$ cat src/design/ptq_pkg.sv
`default_nettype none
// ----------------------------------------------------------------------------
// ptq_pkg: shared types and constants
// Operation and status codes, register map and queue status flags for the
// two-class priority queue.
// ----------------------------------------------------------------------------
package ptq_pkg;

  typedef enum logic {
    OP_ENQUEUE = 1'b0,
    OP_SERVE   = 1'b1
  } op_t;

  typedef enum logic [2:0] {
    ST_QUEUED_HIGH = 3'd0,
    ST_QUEUED_LOW  = 3'd1,
    ST_REFUSED     = 3'd2,
    ST_SERVED_HIGH = 3'd3,
    ST_SERVED_LOW  = 3'd4,
    ST_EMPTY       = 3'd5
  } status_t;

  // Register index of the priority threshold.
  localparam logic CFG_IDX_THRESHOLD = 1'b0;

  localparam logic [7:0] THRESHOLD_RESET = 8'd60;

  typedef struct packed {
    logic full;
    logic empty;
  } qstat_t;

endpackage : ptq_pkg
`default_nettype wire

$ cat src/design/ptq_fifo_ptr.sv
`default_nettype none
// ----------------------------------------------------------------------------
// ptq_fifo_ptr: circular queue pointer control
// Keeps head and count of one queue and derives the tail slot and the
// full and empty flags.
// ----------------------------------------------------------------------------
module ptq_fifo_ptr
  import ptq_pkg::*;
#(
  parameter int DEPTH = 128
) (
  input  wire logic                       clk,
  input  wire logic                       rst_n,
  input  wire logic                       push,
  input  wire logic                       pop,
  output logic      [$clog2(DEPTH)-1:0]   head,
  output logic      [$clog2(DEPTH)-1:0]   tail,
  output logic      [$clog2(DEPTH+1)-1:0] count,
  output qstat_t                          stat
);

  localparam int AW = $clog2(DEPTH);
  localparam int CW = $clog2(DEPTH + 1);

  logic [AW-1:0] head_r, head_nxt;
  logic [CW-1:0] count_r, count_nxt;
  logic [AW:0]   tail_sum;

  // head + count stays below twice the depth, so one subtract wraps it.
  assign tail_sum = (AW + 1)'(head_r) + (AW + 1)'(count_r);
  assign tail     = (tail_sum >= (AW + 1)'(DEPTH)) ?
                    AW'(tail_sum - (AW + 1)'(DEPTH)) : AW'(tail_sum);

  assign stat.full  = (count_r == CW'(DEPTH));
  assign stat.empty = (count_r == '0);
  assign head       = head_r;
  assign count      = count_r;

  always_comb begin
    head_nxt  = head_r;
    count_nxt = count_r;
    if (pop) begin
      head_nxt  = (head_r == AW'(DEPTH - 1)) ? '0 : head_r + AW'(1);
      count_nxt = count_r - CW'(1);
    end else if (push) begin
      count_nxt = count_r + CW'(1);
    end
  end

  always_ff @(posedge clk) begin
    if (!rst_n) begin
      head_r  <= '0;
      count_r <= '0;
    end else begin
      head_r  <= head_nxt;
      count_r <= count_nxt;
    end
  end

endmodule : ptq_fifo_ptr
`default_nettype wire

$ cat config.mk
export PLATFORM = sky130hd
export DESIGN_NAME = ptq_fifo_ptr
export DESIGN_NICKNAME = d
export VERILOG_FILES = /design/src/design/ptq_pkg.sv /design/src/design/ptq_fifo_ptr.sv
export SDC_FILE = /design/constraint.sdc
export NUM_CORES = 1
export LEC_CHECK = 0
export BUFFER_PORTS_ARGS = -buffer_cell sky130_fd_sc_hd__buf_2
export CAP_MARGIN = 25
export CORE_ASPECT_RATIO = 1.4
export CORE_UTILIZATION = 45
export CTS_CLUSTER_DIAMETER = 120
export CTS_CLUSTER_SIZE = 40
export DETAILED_ROUTE_END_ITERATION = 10
export PLACE_DENSITY = 0.69
export SYNTH_ARGS = -nofsm -noshare
export SYNTH_HDL_FRONTEND = slang
export SYNTH_SLANG_ARGS = --single-unit
$ cat constraint.sdc
create_clock -name clk -period 2.3 [get_ports clk]
set_clock_uncertainty 0.1 [all_clocks]
set_input_delay 0.46 -clock clk [delete_from_list [all_inputs] [get_ports clk]]
set_output_delay 0.46 -clock clk [all_outputs]
set_load 0.05 [all_outputs]
==> results.cfg <==
[power_and_ir_drop]
combinationalPowerShare_pct = 61.2
finalPower_mw = 1.30
power.leakage_nw = 0.784
pwr-share-clk_pct = 12.2
ir_worst_vdd_v = 0.000556
power_density_nw_per_um2 = 753
p_int_mw = 0.674
power.switching_mw = 0.626
sw_frac_of_total_pct = 48.2
power_frac_seq_pct = 26.6

[timing]
finalHoldViolCount = 0
fin_crit_sh_pct = 112
rsz0062_at_grt = yes
worst_pin_slew_ps = 361
setup_violations = 5
fin_crit_ps = 2580
relSlewSlack_pct = 75.7
slew_viol_final = 0
fmax_ghz = 0.388
whs_ps = 378
fin_ws_ps = -278

[min_path]
hold_path_depth = 2
hold_path_class = in2reg
min_from = push
min_to = count[1]

[die]
die_area_um2 = 2820
die_w_um = 45.2
ioPinCount = 28
core_area_um2 = 2440
rows = 21
start_util_pct = 48.1
die_y_um = 62.5

[routing]
avgViaCountPerCell = 5.46
first_pass_iters = 4
antenna_left = 0
wl_per_cell_um = 14.1
drt_iter0_markers = 16
drt-total-wl_um = 3170
via_count = 1228
remaining_drc_errors = 0

[placement]
portBuffers = 27
place.gp.congestion = 0.817
place_area_um2 = 1560
dpl.hpwl_um = 2430
dp_cells = 216

[worst_setup_path]
crit_arrival_ps = 2020
path_cells = ha_4 > inv_2 > fa_2 > nor2b_1 > o21ai_1 > a21boi_2 > nor4_2 > a311oi_4 > buf_6
crit_fanout = 2
path_buf_inv = 2
path_delay_family = compound AO/OA/AOI/OAI gates
max_stage_delay_ps = 370
reg2reg_depth = 7
r2r_setup_slack_ps = 270
r2r_end = count[7]
reg2reg_from = count[1]
timing_worst_setup_path_type = reg2out
crit_path_top_delay_cell = dfxtp_4
cp-end-kind = primary output
start_kind = flip-flop
crit_required_ps = 1740

[clocking]
clock_sinks = 15
root_buffer = clkbuf_4
htreeDepth = 1
cts_buffer_depth = 2
cts_tree = yes
cts_made_buffers = 3
clk_pin_slew_ps = 90
hold_buffers = 0
clock_latency_ps = 290

[yosys]
yosys_warnings = 0
syn_avg_cell_area_um2 = 8.51
yosys_register_bits = 15
ys_seq_area_share_pct = 25.6
synth-edff-count = 0
synth_nets = 157
synth_area_leader_cell = dfxtp_1
yosys-top-cells-area = dfxtp_1, ha_1, xnor2_1, o21ai_0, and2_1
synthFlopType = dfxtp_1
yosysUniqueCellTypes = 40
syn_inst = 138
async_flop_share_pct = 0
synth_area_um2 = 1170
synth_top_cell_area_share_pct = 25.6

[final_layout]
fin_area_um2 = 1730
drive_above_1_share_pct = 41.9
fillers = 198
fin_cells = 225
nets = 211
diodes = 0
syn2layout_area_growth_pct = 47.0

[global_route]
antenna_found_initial = 0
grt-ovfl-total = 0
first_global_vias = 1259
grt_max_degree = 23
grt_pass1_wl_um = 5330
grt_usage_pct = 25.0

[run]
cap_violations = 0

[run_status]
violations = negative setup slack
status = finished, violations left
-- worst max-delay path by stage --
stage | from | to | cells after the start
after global placement | count[0] | tail[6] | 9
after floorplan | count[0] | tail[6] | 8
after detailed placement | count[0] | tail[6] | 9
final | count[0] | tail[6] | 9
after CTS | count[0] | tail[6] | 9
after global routing | count[0] | tail[6] | 9
-- placed cells by master, fill, tap and decap left out, types with 3 or more instances in the layout --
cell type  count
nor2_2         3
mux2i_1        3
xor2_1         3
clkbuf_4       3
buf_2         20
ha_1          10
buf_4         28
nor2b_1        5
inv_1          8
buf_6          4
and2_1         8
dfxtp_4        6
nand2_1        6
ha_4           3
nor2_1         5
xnor2_1        9
nand3_1        4
dfxtp_1        7
o21ai_0        9
o21ai_1        3
-- metal layers --
metal	share of wire, %	routed length, um	vias to the layer above	track usage (%)
met5	0	0	-	0
met4	1.3	42	0	9.85
met3	2.9	93	5	2.89
met2	56	1760	30	47.6
met1	40	1270	589	25.5
li1	-	-	604	-
-- sequential cells by signal, summed over array words and instances (netlist names) --
| register | count |
|---|---|
| count | 8 |
| head | 7 |
-- area by class of cell --
| cell class | instances | area, um2 | area share, % |
|---|---|---|---|
| multi-input cells | 110 | 928 | 53.8 |
| clock buffers | 4 | 26.3 | 1.52 |
| well taps | 34 | 42.5 | 2.46 |
| repair buffers | 53 | 370 | 21.4 |
| inverters | 9 | 33.8 | 1.96 |
| flip-flops and latches | 15 | 325 | 18.8 |
-- metrics by stage --
stage / utilization [%] / TNS [ps] / setup WS [ps]
6_report: 70.7 / -794 / -278
5_1_grt: 70.7 / -1280 / -402
3_5_place_dp: 64.0 / -59.0 / -59.0
2_1_floorplan: - / -906 / -324
3_3_place_gp: 64.0 / -22.8 / -22.8
4_1_cts: 69.2 / -796 / -288
-- logic make-up after synthesis --
group / after synthesis / share of synthesized area, %
AOI/OAI and AO/OA: 33 / 18.4
DFF: 15 / 25.6
and+or+nand+nor: 47 / 22.9
buffers and inverters: 13 / 4.37
xor gates and xnor gates: 12 / 8.95
adders and majority gates: 15 / 17.3
muxes: 3 / 2.56
-- power groups by stage --
stage	logic [mW]	registers [mW]	clock network (mW)
2_1_floorplan	0.417	0.456	0
3_3_place_gp	0.698	0.340	0
3_5_place_dp	0.717	0.343	0
4_1_cts	0.775	0.344	0.156
5_1_grt	0.850	0.350	0.171
6_report	0.795	0.346	0.158
-- worst reg2reg max path, stage by stage (launching register included) --
cell and delay [ps]:
dfxtp_4 370, buf_4 150, ha_1 290, a211oi_1 290
nor2_2 100, o22ai_1 210, mux2i_1 240, mux2i_1 210
-- cells in the mapped netlist (all sizes together), types with 2 or more instances --
library cell / number
a211oi: 2
a21boi: 2
a21o: 2
a21oi: 3
a311oi: 2
a31oi: 2
and2: 8
buf: 2
clkbuf: 2
dfxtp: 15
fa: 2
ha: 13
inv: 9
mux2i: 3
nand2: 7
nand2b: 2
nand3: 4
nand4: 2
nor2: 8
nor2b: 6
nor3b: 2
nor4: 2
o21a: 2
o21ai: 12
xnor2: 9
xor2: 3
-- timing repair --
item / 4_1_cts / 5_1_grt
buffers inserted: 3 / 2
gates cloned: 0 / 0
pin swaps: 5 / 8
setup endpoints to repair: 6 / 7
gates resized for setup: 20 / 8
Note: power is estimated with default switching activity, not from simulation.
